File: src/rtl/core/bppr_pkg.sv
// ----------------------------------------------------------------------------
// bppr_pkg
// Shared types and constants of the boiler pressure power regulator.
// ----------------------------------------------------------------------------
package bppr_pkg;

  localparam int PRESSURE_WIDTH_DEF = 10;

  localparam int CFG_ADDR_W = 3;
  localparam int CFG_DATA_W = 10;

  // register indexes on the configuration port
  localparam logic [CFG_ADDR_W-1:0] REG_DUAL_SENSOR   = 3'd0;
  localparam logic [CFG_ADDR_W-1:0] REG_PHASE_RULES   = 3'd1;
  localparam logic [CFG_ADDR_W-1:0] REG_TARGET_PRESS  = 3'd2;
  localparam logic [CFG_ADDR_W-1:0] REG_STOP_PRESS    = 3'd3;
  localparam logic [CFG_ADDR_W-1:0] REG_MAX_POWER     = 3'd4;
  localparam logic [CFG_ADDR_W-1:0] REG_MIN_POWER     = 3'd5;

  localparam logic [7:0] MAX_POWER_RST = 8'd100;

  localparam logic [6:0] INNER_OFFSET  = 7'd65;
  localparam logic [6:0] PWR_CAP_HIGH  = 7'd80;
  localparam logic [6:0] PWR_BACKOFF   = 7'd70;
  localparam logic [6:0] PWR_FULL      = 7'd100;
  localparam logic [6:0] PWR_LOW_SUBST = 7'd25;
  localparam logic [6:0] PWR_LOW_LIMIT = 7'd20;
  localparam logic [15:0] PERIOD_FAST  = 16'd6;
  localparam logic [15:0] PERIOD_SLOW  = 16'd5;
  localparam logic [3:0] BAND_PHASE    = 4'd10;
  localparam logic [3:0] BAND_SINGLE   = 4'd5;
  localparam logic [1:0] HYST_PHASE    = 2'd2;

  localparam int DIVIDEND_W = 16;
  localparam int DIVISOR_W  = 8;

  typedef struct packed {
    logic       dual_sensor;
    logic       phase_change_rules;
    logic [9:0] target_pressure;
    logic [9:0] stop_pressure;
    logic [7:0] max_power;
    logic [6:0] min_power;
  } cfg_t;

  typedef struct packed {
    logic [6:0] power_level;
    logic       fast_ramp_flag;
    logic       pending_fast;
    logic       pending_slow;
  } loop_state_t;

  typedef struct packed {
    logic busy;
    logic done;
  } div_stat_t;

endpackage

File: src/rtl/core/bppr_in_if.sv
// ----------------------------------------------------------------------------
// bppr_in_if
// Input channel: one control tick per beat.
// ----------------------------------------------------------------------------
interface bppr_in_if #(
  parameter int PRESSURE_WIDTH = bppr_pkg::PRESSURE_WIDTH_DEF
);
  logic                      valid;
  logic                      ready;
  logic [PRESSURE_WIDTH-1:0] outlet_pressure;
  logic [PRESSURE_WIDTH-1:0] inner_pressure;
  logic                      fast_step_pulse;
  logic                      slow_step_pulse;
  logic                      sample_pulse;
  logic                      flame_on;

  modport source (output valid, outlet_pressure, inner_pressure, fast_step_pulse,
                  slow_step_pulse, sample_pulse, flame_on, input ready);
  modport sink   (input valid, outlet_pressure, inner_pressure, fast_step_pulse,
                  slow_step_pulse, sample_pulse, flame_on, output ready);
endinterface

File: src/rtl/core/bppr_out_if.sv
// ----------------------------------------------------------------------------
// bppr_out_if
// Result channel: new power setting and status per beat.
// ----------------------------------------------------------------------------
interface bppr_out_if;
  logic        valid;
  logic        ready;
  logic [6:0]  power_percent;
  logic        overpressure_stop;
  logic        fast_ramp;
  logic [15:0] change_period;

  modport source (output valid, power_percent, overpressure_stop, fast_ramp,
                  change_period, input ready);
  modport sink   (input valid, power_percent, overpressure_stop, fast_ramp,
                  change_period, output ready);
endinterface

File: src/rtl/core/bppr_div.sv
// ----------------------------------------------------------------------------
// bppr_div
// Bit-serial restoring divider, one quotient bit per cycle.
// ----------------------------------------------------------------------------
module bppr_div (
  input  logic                             clk,
  input  logic                             rst_n,
  input  logic                             start,
  input  logic [bppr_pkg::DIVIDEND_W-1:0]  dividend,
  input  logic [bppr_pkg::DIVISOR_W-1:0]   divisor,
  output logic [bppr_pkg::DIVIDEND_W-1:0]  quotient,
  output bppr_pkg::div_stat_t              stat
);
  localparam int NW = bppr_pkg::DIVIDEND_W;
  localparam int DW = bppr_pkg::DIVISOR_W;
  localparam int CNT_W = $clog2(NW + 1);

  logic [NW-1:0]    quo_r, quo_nxt;
  logic [DW-1:0]    rem_r, rem_nxt;
  logic [DW-1:0]    dsr_r;
  logic [CNT_W-1:0] cnt_r, cnt_nxt;
  logic             busy_r, busy_nxt;
  logic             done_r, done_nxt;
  logic [DW:0]      trial;

  always_comb begin
    quo_nxt  = quo_r;
    rem_nxt  = rem_r;
    cnt_nxt  = cnt_r;
    busy_nxt = busy_r;
    done_nxt = 1'b0;
    trial    = {rem_r, quo_r[NW-1]};
    if (start) begin
      quo_nxt  = dividend;
      rem_nxt  = '0;
      cnt_nxt  = CNT_W'(NW);
      busy_nxt = 1'b1;
    end else if (busy_r) begin
      // remainder stays below the divisor, so it fits back in DW bits
      if (trial >= {1'b0, dsr_r}) begin
        rem_nxt = DW'(trial - {1'b0, dsr_r});
        quo_nxt = {quo_r[NW-2:0], 1'b1};
      end else begin
        rem_nxt = trial[DW-1:0];
        quo_nxt = {quo_r[NW-2:0], 1'b0};
      end
      cnt_nxt = cnt_r - 1'b1;
      if (cnt_r == CNT_W'(1)) begin
        busy_nxt = 1'b0;
        done_nxt = 1'b1;
      end
    end
  end

  always_ff @(posedge clk) begin
    quo_r <= quo_nxt;
    rem_r <= rem_nxt;
    if (start) dsr_r <= divisor;
    if (!rst_n) begin
      cnt_r  <= '0;
      busy_r <= 1'b0;
      done_r <= 1'b0;
    end else begin
      cnt_r  <= cnt_nxt;
      busy_r <= busy_nxt;
      done_r <= done_nxt;
    end
  end

  assign quotient  = quo_r;
  assign stat.busy = busy_r;
  assign stat.done = done_r;

endmodule

File: src/rtl/core/bppr_rules.sv
// ----------------------------------------------------------------------------
// bppr_rules
// Power balance step: ramp, back-off, limits and overpressure flag.
// ----------------------------------------------------------------------------
module bppr_rules #(
  parameter int PRESSURE_WIDTH = bppr_pkg::PRESSURE_WIDTH_DEF
) (
  input  bppr_pkg::cfg_t             cfg,
  input  logic [PRESSURE_WIDTH-1:0]  outlet,
  input  logic [PRESSURE_WIDTH-1:0]  regulated,
  input  logic [15:0]                change_period,
  input  bppr_pkg::loop_state_t      cur,
  output bppr_pkg::loop_state_t      nxt,
  output logic                       overpressure
);
  // wide enough for the set point plus offset and for R plus the band
  localparam int CW = ((PRESSURE_WIDTH > 11) ? PRESSURE_WIDTH : 11) + 1;

  logic [CW-1:0] pv, rv, tv, mv, sv, offv;
  logic [7:0]    tp, now, amax;
  logic          pf, ps, flag;

  always_comb begin
    pv   = CW'(outlet);
    rv   = CW'(regulated);
    tv   = CW'(cfg.target_pressure);
    offv = cfg.dual_sensor ? CW'(bppr_pkg::INNER_OFFSET) : '0;
    mv   = tv + offv;
    sv   = CW'(cfg.stop_pressure) + offv;
    pf   = cur.pending_fast;
    ps   = cur.pending_slow;
    flag = cur.fast_ramp_flag;
    tp   = {1'b0, cur.power_level};

    // below set point
    if (pv < tv && rv < mv) begin
      if (change_period > bppr_pkg::PERIOD_FAST) flag = 1'b1;
      if (change_period <= bppr_pkg::PERIOD_SLOW) flag = 1'b0;
      if (flag) begin
        if (pf) begin pf = 1'b0; tp = tp + 8'd1; end
      end else if (ps) begin
        ps = 1'b0;
        tp = tp + 8'd1;
      end
    end

    if (rv == mv) begin
      if (cur.power_level > bppr_pkg::PWR_CAP_HIGH) tp = {1'b0, bppr_pkg::PWR_CAP_HIGH};
      flag = 1'b1;
    end

    if (!cfg.phase_change_rules) begin
      if (pv > tv) begin
        if (rv > mv) begin
          if (cur.power_level > bppr_pkg::PWR_CAP_HIGH) tp = {1'b0, bppr_pkg::PWR_BACKOFF};
          if (pf) begin pf = 1'b0; tp = (tp != 8'd0) ? tp - 8'd1 : 8'd0; end
        end else begin
          // in or out of the dead band, P above set point always backs off
          if (pf) begin pf = 1'b0; tp = (tp != 8'd0) ? tp - 8'd1 : 8'd0; end
        end
      end else if (rv > mv) begin
        if (pf) begin pf = 1'b0; tp = (tp != 8'd0) ? tp - 8'd1 : 8'd0; end
      end
    end else begin
      if (pv >= tv) begin
        if (rv > mv) begin
          if (cur.power_level > bppr_pkg::PWR_CAP_HIGH) tp = {1'b0, bppr_pkg::PWR_BACKOFF};
          if (pf) begin pf = 1'b0; tp = (tp != 8'd0) ? tp - 8'd1 : 8'd0; end
        end else if (pv >= tv + CW'(bppr_pkg::HYST_PHASE)) begin
          if (pf) begin pf = 1'b0; tp = (tp != 8'd0) ? tp - 8'd1 : 8'd0; end
        end else if (rv + CW'(bppr_pkg::BAND_PHASE) <= mv) begin
          if (pf) begin pf = 1'b0; tp = tp + 8'd1; end
        end
      end else if (rv > mv) begin
        if (pf) begin pf = 1'b0; tp = (tp != 8'd0) ? tp - 8'd1 : 8'd0; end
      end
    end

    if (cfg.max_power >= {1'b0, bppr_pkg::PWR_FULL}) amax = {1'b0, bppr_pkg::PWR_FULL};
    else if (cfg.max_power < {1'b0, bppr_pkg::PWR_LOW_LIMIT})
      amax = {1'b0, bppr_pkg::PWR_LOW_SUBST};
    else amax = cfg.max_power;

    now = (tp > amax) ? amax : tp;
    if (now < {1'b0, cfg.min_power}) now = {1'b0, cfg.min_power};

    nxt.power_level    = now[6:0];
    nxt.fast_ramp_flag = flag | (now[6:0] >= bppr_pkg::PWR_BACKOFF);
    nxt.pending_fast   = pf;
    nxt.pending_slow   = ps;

    overpressure = (rv >= sv) || (pv >= CW'(cfg.stop_pressure));
  end

endmodule

File: src/rtl/core/boiler_pressure_power_regulator_core.sv
// ----------------------------------------------------------------------------
// boiler_pressure_power_regulator_core
// Burner power regulator driven by one beat per control tick.
// ----------------------------------------------------------------------------
// in_ch carries one control tick per beat: pressures, step/sample pulses and
// flame status. out_ch returns one beat per tick with the new power percent,
// the overpressure stop request, the fast ramp flag and the change period.
// cfg_we/cfg_addr/cfg_wdata write the settings; write them only while idle.
//
// An accepted beat moves to the rule step, whose result is committed to
// the output register once that register is free. When a sample pulse with
// flame present sees the pressure move, the beat first passes the division
// step: the elapsed seconds are divided by the change, one quotient bit per
// cycle in the serial divider. One tick is in flight at a time; the next is
// taken as soon as the result of the last is parked in the output register.
//
// Reset clears the loop state and the settings (max power returns to 100).
// If the receiver stalls, the finished result holds in the output register;
// a following tick is taken and worked, then waits for the register to free.
// ----------------------------------------------------------------------------
module boiler_pressure_power_regulator_core #(
  parameter int PRESSURE_WIDTH = bppr_pkg::PRESSURE_WIDTH_DEF
) (
  input  logic                                 clk,
  input  logic                                 rst_n,
  bppr_in_if.sink                              in_ch,
  bppr_out_if.source                           out_ch,
  input  logic                                 cfg_we,
  input  logic [bppr_pkg::CFG_ADDR_W-1:0]      cfg_addr,
  input  logic [bppr_pkg::CFG_DATA_W-1:0]      cfg_wdata
);
  localparam int PW = PRESSURE_WIDTH;

  localparam logic [1:0] S_IDLE = 2'd0;
  localparam logic [1:0] S_DIV  = 2'd1;
  localparam logic [1:0] S_RULE = 2'd2;

  logic [1:0]            state_r, state_nxt;
  bppr_pkg::cfg_t        cfg_r;
  bppr_pkg::loop_state_t loop_r, loop_nxt, rule_nxt;
  logic [PW-1:0]         last_r, last_nxt;
  logic [15:0]           sec_r, sec_nxt, period_r, period_nxt;
  logic [PW-1:0]         outlet_r, reg_r;

  logic [6:0]            o_power_r;
  logic                  o_stop_r, o_fast_r, o_valid_r;
  logic [15:0]           o_period_r;

  logic                  accept, commit, div_start, overpressure;
  logic [PW-1:0]         r_in, diff;
  logic [7:0]            divisor;
  logic [15:0]           sec_inc, quotient;
  bppr_pkg::div_stat_t   div_stat;

  assign accept = in_ch.valid && in_ch.ready && (state_r == S_IDLE);
  assign commit = (state_r == S_RULE) && (!o_valid_r || out_ch.ready);
  assign in_ch.ready = (state_r == S_IDLE);

  assign r_in    = cfg_r.dual_sensor ? in_ch.inner_pressure : in_ch.outlet_pressure;
  assign sec_inc = (sec_r == 16'hFFFF) ? sec_r : sec_r + 16'd1;
  assign diff    = (r_in > last_r) ? r_in - last_r : last_r - r_in;
  assign divisor = (diff > PW'(255)) ? 8'hFF : diff[7:0];

  // speed detection at the input beat, then division wait and rule commit
  always_comb begin
    state_nxt  = state_r;
    last_nxt   = last_r;
    sec_nxt    = sec_r;
    period_nxt = period_r;
    loop_nxt   = loop_r;
    div_start  = 1'b0;
    case (state_r)
      S_IDLE: begin
        if (accept) begin
          loop_nxt.pending_fast = loop_r.pending_fast | in_ch.fast_step_pulse;
          loop_nxt.pending_slow = loop_r.pending_slow | in_ch.slow_step_pulse;
          state_nxt = S_RULE;
          if (in_ch.sample_pulse) begin
            if (in_ch.flame_on) begin
              sec_nxt = sec_inc;
              if (r_in != last_r) begin
                last_nxt  = r_in;
                sec_nxt   = '0;
                div_start = 1'b1;
                state_nxt = S_DIV;
              end
            end else begin
              last_nxt   = r_in;
              sec_nxt    = '0;
              period_nxt = '0;
            end
          end
        end
      end
      S_DIV: begin
        if (div_stat.done) begin
          period_nxt = quotient;
          state_nxt  = S_RULE;
        end
      end
      S_RULE: begin
        if (commit) begin
          loop_nxt  = rule_nxt;
          state_nxt = S_IDLE;
        end
      end
      default: state_nxt = S_IDLE;
    endcase
  end

  bppr_div u_div (
    .clk      (clk),
    .rst_n    (rst_n),
    .start    (div_start),
    .dividend (sec_inc),
    .divisor  (divisor),
    .quotient (quotient),
    .stat     (div_stat)
  );

  bppr_rules #(
    .PRESSURE_WIDTH (PW)
  ) u_rules (
    .cfg           (cfg_r),
    .outlet        (outlet_r),
    .regulated     (reg_r),
    .change_period (period_r),
    .cur           (loop_r),
    .nxt           (rule_nxt),
    .overpressure  (overpressure)
  );

  always_ff @(posedge clk) begin
    if (accept) begin
      outlet_r <= in_ch.outlet_pressure;
      reg_r    <= r_in;
    end
    if (commit) begin
      o_power_r  <= rule_nxt.power_level;
      o_stop_r   <= overpressure;
      o_fast_r   <= rule_nxt.fast_ramp_flag;
      o_period_r <= period_r;
    end
    if (!rst_n) begin
      state_r   <= S_IDLE;
      loop_r    <= '0;
      last_r    <= '0;
      sec_r     <= '0;
      period_r  <= '0;
      o_valid_r <= 1'b0;
      cfg_r     <= '{dual_sensor: 1'b0, phase_change_rules: 1'b0,
                     target_pressure: '0, stop_pressure: '0,
                     max_power: bppr_pkg::MAX_POWER_RST, min_power: '0};
    end else begin
      state_r  <= state_nxt;
      loop_r   <= loop_nxt;
      last_r   <= last_nxt;
      sec_r    <= sec_nxt;
      period_r <= period_nxt;
      if (commit) o_valid_r <= 1'b1;
      else if (out_ch.ready) o_valid_r <= 1'b0;
      if (cfg_we) begin
        case (cfg_addr)
          bppr_pkg::REG_DUAL_SENSOR:  cfg_r.dual_sensor        <= cfg_wdata[0];
          bppr_pkg::REG_PHASE_RULES:  cfg_r.phase_change_rules <= cfg_wdata[0];
          bppr_pkg::REG_TARGET_PRESS: cfg_r.target_pressure    <= cfg_wdata;
          bppr_pkg::REG_STOP_PRESS:   cfg_r.stop_pressure      <= cfg_wdata;
          bppr_pkg::REG_MAX_POWER:    cfg_r.max_power          <= cfg_wdata[7:0];
          bppr_pkg::REG_MIN_POWER:    cfg_r.min_power          <= cfg_wdata[6:0];
          default: ;
        endcase
      end
    end
  end

  assign out_ch.valid             = o_valid_r;
  assign out_ch.power_percent     = o_power_r;
  assign out_ch.overpressure_stop = o_stop_r;
  assign out_ch.fast_ramp         = o_fast_r;
  assign out_ch.change_period     = o_period_r;

endmodule

File: src/flat_wrapper.sv
// flat-port wrapper written by rule: the top's interface ports become plain ports
module boiler_pressure_power_regulator_core_flat 
#(
  parameter int PRESSURE_WIDTH = bppr_pkg::PRESSURE_WIDTH_DEF
)
  (clk, rst_n, cfg_we, cfg_addr, cfg_wdata, in_ch_valid, in_ch_outlet_pressure, in_ch_inner_pressure, in_ch_fast_step_pulse, in_ch_slow_step_pulse, in_ch_sample_pulse, in_ch_flame_on, in_ch_ready, out_ch_valid, out_ch_power_percent, out_ch_overpressure_stop, out_ch_fast_ramp, out_ch_change_period, out_ch_ready);
  bppr_in_if #(.PRESSURE_WIDTH(PRESSURE_WIDTH)) in_ch_i ();
  bppr_out_if out_ch_i ();
  input  logic clk;
  input  logic rst_n;
  input  logic cfg_we;
  input  logic [bppr_pkg::CFG_ADDR_W-1:0] cfg_addr;
  input  logic [bppr_pkg::CFG_DATA_W-1:0] cfg_wdata;
  input wire logic [$bits(in_ch_i.valid)-1:0] in_ch_valid;
  input wire logic [$bits(in_ch_i.outlet_pressure)-1:0] in_ch_outlet_pressure;
  input wire logic [$bits(in_ch_i.inner_pressure)-1:0] in_ch_inner_pressure;
  input wire logic [$bits(in_ch_i.fast_step_pulse)-1:0] in_ch_fast_step_pulse;
  input wire logic [$bits(in_ch_i.slow_step_pulse)-1:0] in_ch_slow_step_pulse;
  input wire logic [$bits(in_ch_i.sample_pulse)-1:0] in_ch_sample_pulse;
  input wire logic [$bits(in_ch_i.flame_on)-1:0] in_ch_flame_on;
  output wire logic [$bits(in_ch_i.ready)-1:0] in_ch_ready;
  output wire logic [$bits(out_ch_i.valid)-1:0] out_ch_valid;
  output wire logic [$bits(out_ch_i.power_percent)-1:0] out_ch_power_percent;
  output wire logic [$bits(out_ch_i.overpressure_stop)-1:0] out_ch_overpressure_stop;
  output wire logic [$bits(out_ch_i.fast_ramp)-1:0] out_ch_fast_ramp;
  output wire logic [$bits(out_ch_i.change_period)-1:0] out_ch_change_period;
  input wire logic [$bits(out_ch_i.ready)-1:0] out_ch_ready;
  assign in_ch_i.valid = in_ch_valid;
  assign in_ch_i.outlet_pressure = in_ch_outlet_pressure;
  assign in_ch_i.inner_pressure = in_ch_inner_pressure;
  assign in_ch_i.fast_step_pulse = in_ch_fast_step_pulse;
  assign in_ch_i.slow_step_pulse = in_ch_slow_step_pulse;
  assign in_ch_i.sample_pulse = in_ch_sample_pulse;
  assign in_ch_i.flame_on = in_ch_flame_on;
  assign in_ch_ready = in_ch_i.ready;
  assign out_ch_valid = out_ch_i.valid;
  assign out_ch_power_percent = out_ch_i.power_percent;
  assign out_ch_overpressure_stop = out_ch_i.overpressure_stop;
  assign out_ch_fast_ramp = out_ch_i.fast_ramp;
  assign out_ch_change_period = out_ch_i.change_period;
  assign out_ch_i.ready = out_ch_ready;
  boiler_pressure_power_regulator_core #(.PRESSURE_WIDTH(PRESSURE_WIDTH)) u_core (.clk(clk), .rst_n(rst_n), .in_ch(in_ch_i), .out_ch(out_ch_i), .cfg_we(cfg_we), .cfg_addr(cfg_addr), .cfg_wdata(cfg_wdata));
endmodule
File: config.mk
export PLATFORM = sky130hd
export DESIGN_NAME = boiler_pressure_power_regulator_core_flat
export DESIGN_NICKNAME = d
export VERILOG_FILES = /design/src/rtl/core/bppr_pkg.sv /design/src/rtl/core/bppr_in_if.sv /design/src/rtl/core/bppr_out_if.sv /design/src/rtl/core/bppr_div.sv /design/src/rtl/core/bppr_rules.sv /design/src/rtl/core/boiler_pressure_power_regulator_core.sv /design/src/flat_wrapper.sv
export SDC_FILE = /design/constraint.sdc
export NUM_CORES = 1
export LEC_CHECK = 0
export ABC_CLOCK_PERIOD_IN_PS = 21700
export BUFFER_PORTS_ARGS = -buffer_cell sky130_fd_sc_hd__buf_4
export CORE_ASPECT_RATIO = 1.25
export CORE_MARGIN = 3
export CORE_UTILIZATION = 60
export CTS_CLUSTER_SIZE = 10
export DETAILED_ROUTE_END_ITERATION = 6
export GPL_TIMING_DRIVEN = 1
export PLACE_DENSITY = 0.79
export SETUP_SLACK_MARGIN = 0.05
export SKIP_LAST_GASP = 1
export SLEW_MARGIN = 15
export SYNTH_ARGS = -nofsm -noshare
export SYNTH_HDL_FRONTEND = slang
export SYNTH_SLANG_ARGS = --single-unit
File: constraint.sdc
create_clock -name clk -period 21.7 [get_ports clk]
set_input_delay 2.17 -clock clk [delete_from_list [all_inputs] [get_ports clk]]
set_output_delay 2.17 -clock clk [all_outputs]
set_load 0.02 [all_outputs]
## Word-level counts from Yosys, hierarchy flattened

Cells that the tools add are included.

- Bits in registers: 176
- Input port bits: 42
- Output and inout port bits: 27
- Logic and storage cells: 204

- Add/sub/neg operators: 14
- $lt $le $gt $ge: 20
- Equal/unequal tests: 19
- Muxes and demuxes: 87
- Bitwise logic cells: 5
- Reduce and logical (&&, ||, !) cells: 31

Operator list:

| operator | count |
|---|---|
| 8-bit two-way mux | 31 |
| 16-bit two-way mux | 9 |
| 10-bit two-way mux | 4 |
| 16-bit one-hot mux with 2 select lines | 1 |
| 1-bit two-way mux | 28 |
| 10-bit by 12-bit adder with 12-bit output | 2 |
| 8-bit nonzero test | 3 |
| 8-bit by 1-bit subtractor with 8-bit output, second input constant | 3 |
| 10-bit greater-or-equal comparator | 2 |
| 10-bit greater-than comparator | 2 |
| 10-bit subtractor | 2 |
| 16-bit by 1-bit adder with 16-bit output, second input constant | 1 |
| 16-bit == test, second input constant | 1 |
| 16-bit by 3-bit greater-than comparator with 1-bit output, second input constant | 1 |
| 16-bit by 3-bit <= comparator with 1-bit output, second input constant | 1 |
| 2-bit two-way mux | 8 |
| 7-bit two-way mux | 2 |
| 2-bit AND reduction | 7 |
| 10-bit by 12-bit == test with 1-bit output | 1 |
| 10-bit by 12-bit greater-or-equal comparator with 1-bit output | 1 |
| 10-bit by 12-bit greater-than comparator with 1-bit output | 1 |
| 11-bit by 12-bit <= comparator with 1-bit output | 1 |
| 10-bit by 12-bit < comparator with 1-bit output | 1 |
| 2-bit inequality test, second input constant | 6 |
| other kinds (40) | 57 |

## Logic depth before layout (Yosys ltp)

- Word-level depth: 25
- Mapped depth: 44
- Mapped depth without buffers: 40

## Modules after synthesis

A second synthesis with hierarchy kept.

- Cells, all modules: 1,493
- Area, all modules: 12,879.9 um2

Modules (own cells, without submodules):

| module | times used | cells an instance | area each (um2) | seq. area each (um2) |
|---|---|---|---|---|
| boiler_pressure_power_regulator_core | 1 | 666 | 6,348.6 | 3,193.1 |
| bppr_rules | 1 | 654 | 4,539.4 | 0.0 |
| bppr_div | 1 | 173 | 1,991.9 | 1,021.0 |

## Worst setup path before layout

Ideal clock, no wire load.

- Kind: flip-flop to flip-flop
- From: reg u_core.cfg_r[36] (netlist bit)
- To: reg u_core.loop_r[5] (netlist bit)
- Data arrival time: 7.731 ns
- Path slack: 13.854 ns
- Cell stages (with the launch flop): 39
- Path buffers: 3
- Period minus slack after synthesis: 7.846 ns
- Cell sequence: dfxtp_1 ha_1 a41oi_1 nor2_1 xnor2_1 ha_1 nand2_1 a21oi_1 a211oi_2 a21o_1 buf_2 a31oi_1 o21a_1 inv_1 ha_1 inv_1 a41oi_1 o211ai_1 [... 3 more ...] nor2_1 ha_1 o21a_1 o21ai_0 nand2b_1 a21oi_1 o21ai_0 o31a_1 clkbuf_1 clkbuf_1 o31ai_1 ha_1 o2111ai_1 inv_1 nand3_1 o311ai_4 mux2_2 o21ba_1

RTL lines:

| item | line | RTL |
|---|---|---|
| start, declared | boiler_pressure_power_regulator_core.sv:39 | `bppr_pkg::cfg_t cfg_r;` |
| start signal, assigned | boiler_pressure_power_regulator_core.sv:151 | `cfg_r <= '{dual_sensor: 1'b0, phase_change_rules: 1'b0,` |
| end signal, assigned | boiler_pressure_power_regulator_core.sv:156 | `loop_r <= loop_nxt;` |
| end, declared | boiler_pressure_power_regulator_core.sv:40 | `bppr_pkg::loop_state_t loop_r, loop_nxt, rule_nxt;` |

==> reports/results.ini <==
[outcome]
status=completed

[hold_path]
hold_depth=0
min_path_type=flop to flop

[setup_path]
cp-start-kind=flop
cp_common_cell=ha_1
crit_family=compound AO/OA/AOI/OAI gates
critical_path.endpoint_type=flop
cp_slowest_cell=dfxtp_1
slowest_delay_ps=870
cp_max_fo=19
crit_buf_inv=4
required_ps=22030
r2r_cells=36
crit_arrival_ps=10190
crit_type=flop to flop
path_depth=36

[sta]
holdWs_ps=460
setup_viol=0
finalCritPeriodShare_pct=45.4
setup_tns_ps=0
fin_crit_ps=9860
worstMarginPinSlew_ps=1070
finalHoldViolCount=0
slew_headroom_pct=28.4
slew_viol_final=0
rsz0062_at_grt=no
clock_skew_ps=17.2
fmax_mhz=101

[finish]
diodes=0
synthToLayoutAreaGrowth_pct=9.73
nNetsFinal=1715
drive_above_1_share_pct=9.96

[placement]
io_buffer_count=68
routabilityCongestion=0.990
hpwl_mm=29.3

[floorplanning]
fp-row-count=59
core-area_um2=21100
die_w_um=138
boundaryPins=69
dieArea_um2=23700
initial_core_util_pct=62.0
dieHeight_um=171

[synth]
seq_area_frac_synth_pct=32.2
syn_inst=1526
synth_edf_count=69
ys_warn_count=0
netlist-cell-type-count=99
synth-seq-cells=176
synth_flop_cell=dfxtp_1
synthesis.area_um2=13100
syn_avg_cell_area_um2=8.58
synth_fp_nets=1687
synthArstFlopShare_pct=0

[cts]
cts_resized=0
cts_max_path_buffers=2
cts_buffers=17
cts_num_sinks=176
clk_latency_ps=440
clockRootBuffer=clkbuf_16
post_cts_buffers=0
cts_tree=done
path_clk_slew_ps=80
ctsHoldBuffers=0
htree_levels=4

[route]
drt_iter0_markers=886
final_antenna_net_count=0
wire_per_inst_um=20.6
drcViolationCount=0
dr.pass1.iters=5
vias_per_cell=6.37
wirelength_mm=37.9
vias=11700

[power_and_ir_drop]
power.leakage_uw=0.00563
peakVddDrop_v=0.0000706
powerDensity_nw_per_um2=68.3

[global_routing]
grt_pass1_wl_mm=60.4
grt.overflow.total=0
grt_use_total_pct=31.7
antenna_found_initial=0
grt_max_degree=99
grt_pass1_vias=11300

[flow_run]
maxCapViolCount=0

## logic make-up (layout without fill, tap and decap cells)
family	after synthesis	count (layout)	synth area share [%]
compound gates	413	413	22.5
xor+xnor	69	69	4.78
fa+ha+maj	119	119	11.5
buf+inv	159	200	4.81
flops	176	176	32.2
mux	42	42	3.40
other cells	1	1	0.0286
simple gates	547	547	20.8
## power by group
group          internal (uW)  total, uW  switching, uW
clock                    159        317            158
sequential               367        388           21.5
combinational            112        276            164
total                    638        981            343
## final timing paths
| path | start | endpoint | slack, ps |
|---|---|---|---|
| worst max register to register | u_core.cfg_r[36] | u_core.loop_r[5] | 11840 |
| worst min register to register | u_core.period_r[2] | u_core.out_ch.change_period[2] | 460 |
| worst max-delay path | u_core.cfg_r[36] | u_core.loop_r[5] | 11840 |
| worst min-delay path | u_core.period_r[2] | u_core.out_ch.change_period[2] | 460 |
## metrics by stage
stage                     area [um^2]  util (%)  cells  total power [uW]  setup slack, ps
after floorplan                 13100         -   1526               595            13850
after global placement          13700      65.1   1809               662            12270
after detailed placement        13700      65.1   1809               667            12050
after CTS                       14400      68.0   1841               982            11990
after global routing            14400      68.1   1841              1030            10970
final                           14400      68.1   1841               981            11840
## metal layers
layer / vias up / track usage (%) / wire length (um)
met1: 5561 / 37.3 / 15100
met3: 126 / 4.73 / 1910
met4: 0 / 18.7 / 2270
met2: 396 / 55.2 / 18600
li1: 5651 / - / -
met5: - / 0 / 0
## area by class of cell
type,count,area (um^2)
clock buffer,17,425
clock inverter,15,204
fill,1774,6740
inverter,93,349
multi-input combinational,1191,8280
sequential,176,4210
tap,274,343
timing repair buffer,75,563
## state kept, by name, indices dropped and copies added (netlist names)
signal / count
u_core.cfg_r: 37
u_core.last_r: 10
u_core.loop_r: 10
u_core.out_ch.change_period: 16
u_core.out_ch.fast_ramp: 1
u_core.out_ch.overpressure_stop: 1
u_core.out_ch.power_percent: 7
u_core.out_ch.valid: 1
u_core.outlet_r: 10
u_core.period_r: 16
u_core.reg_r: 10
u_core.sec_r: 16
u_core.state_r: 2
u_core.u_div.busy_r: 1
u_core.u_div.cnt_r: 5
u_core.u_div.done_r: 1
u_core.u_div.dsr_r: 8
u_core.u_div.quotient: 16
u_core.u_div.rem_r: 8
## Yosys cell counts, types with 8 or more instances
| library cell | instances | share of area, % |
|---|---|---|
| o31ai_1 | 11 | 0.63 |
| a22oi_1 | 27 | 1.5 |
| a21o_1 | 20 | 1.1 |
| xnor2_1 | 50 | 3.3 |
| o211a_1 | 11 | 0.84 |
| o21ai_0 | 81 | 3.1 |
| nor4_1 | 15 | 0.72 |
| a31oi_1 | 15 | 0.72 |
| a21oi_1 | 77 | 2.9 |
| nand4_1 | 20 | 0.96 |
| a211oi_1 | 18 | 1.0 |
| dfxtp_1 | 107 | 16 |
| nor2b_1 | 48 | 2.3 |
| buf_2 | 9 | 0.34 |
| o21a_1 | 8 | 0.46 |
| mux2_2 | 8 | 0.69 |
| ha_1 | 116 | 11 |
| nand3_1 | 53 | 2.0 |
| xor2_1 | 17 | 1.1 |
| or3_1 | 8 | 0.38 |
| nand2b_1 | 21 | 1.0 |
| and2_1 | 14 | 0.67 |
| o211ai_1 | 16 | 0.92 |
| a21boi_0 | 29 | 1.7 |
| nor3_1 | 33 | 1.3 |
| edfxtp_1 | 69 | 16 |
| inv_1 | 92 | 2.6 |
| mux2i_1 | 31 | 2.4 |
| and3_1 | 24 | 1.1 |
| nor2_1 | 101 | 2.9 |
| nand2_1 | 170 | 4.9 |
| clkbuf_1 | 53 | 1.5 |
## placed cells by master, fill, tap and decap left out, drive strengths merged, types with 34 or more instances in the layout
master and n:
edfxtp 69, buf 75, nor2 101, a21oi 78, nand3 54, inv 98, nand2 171, nor2b 48
ha 116, nor3 34, dfxtp 107, o21ai 88, xnor2 51
(Power assumes the default switching activity.)
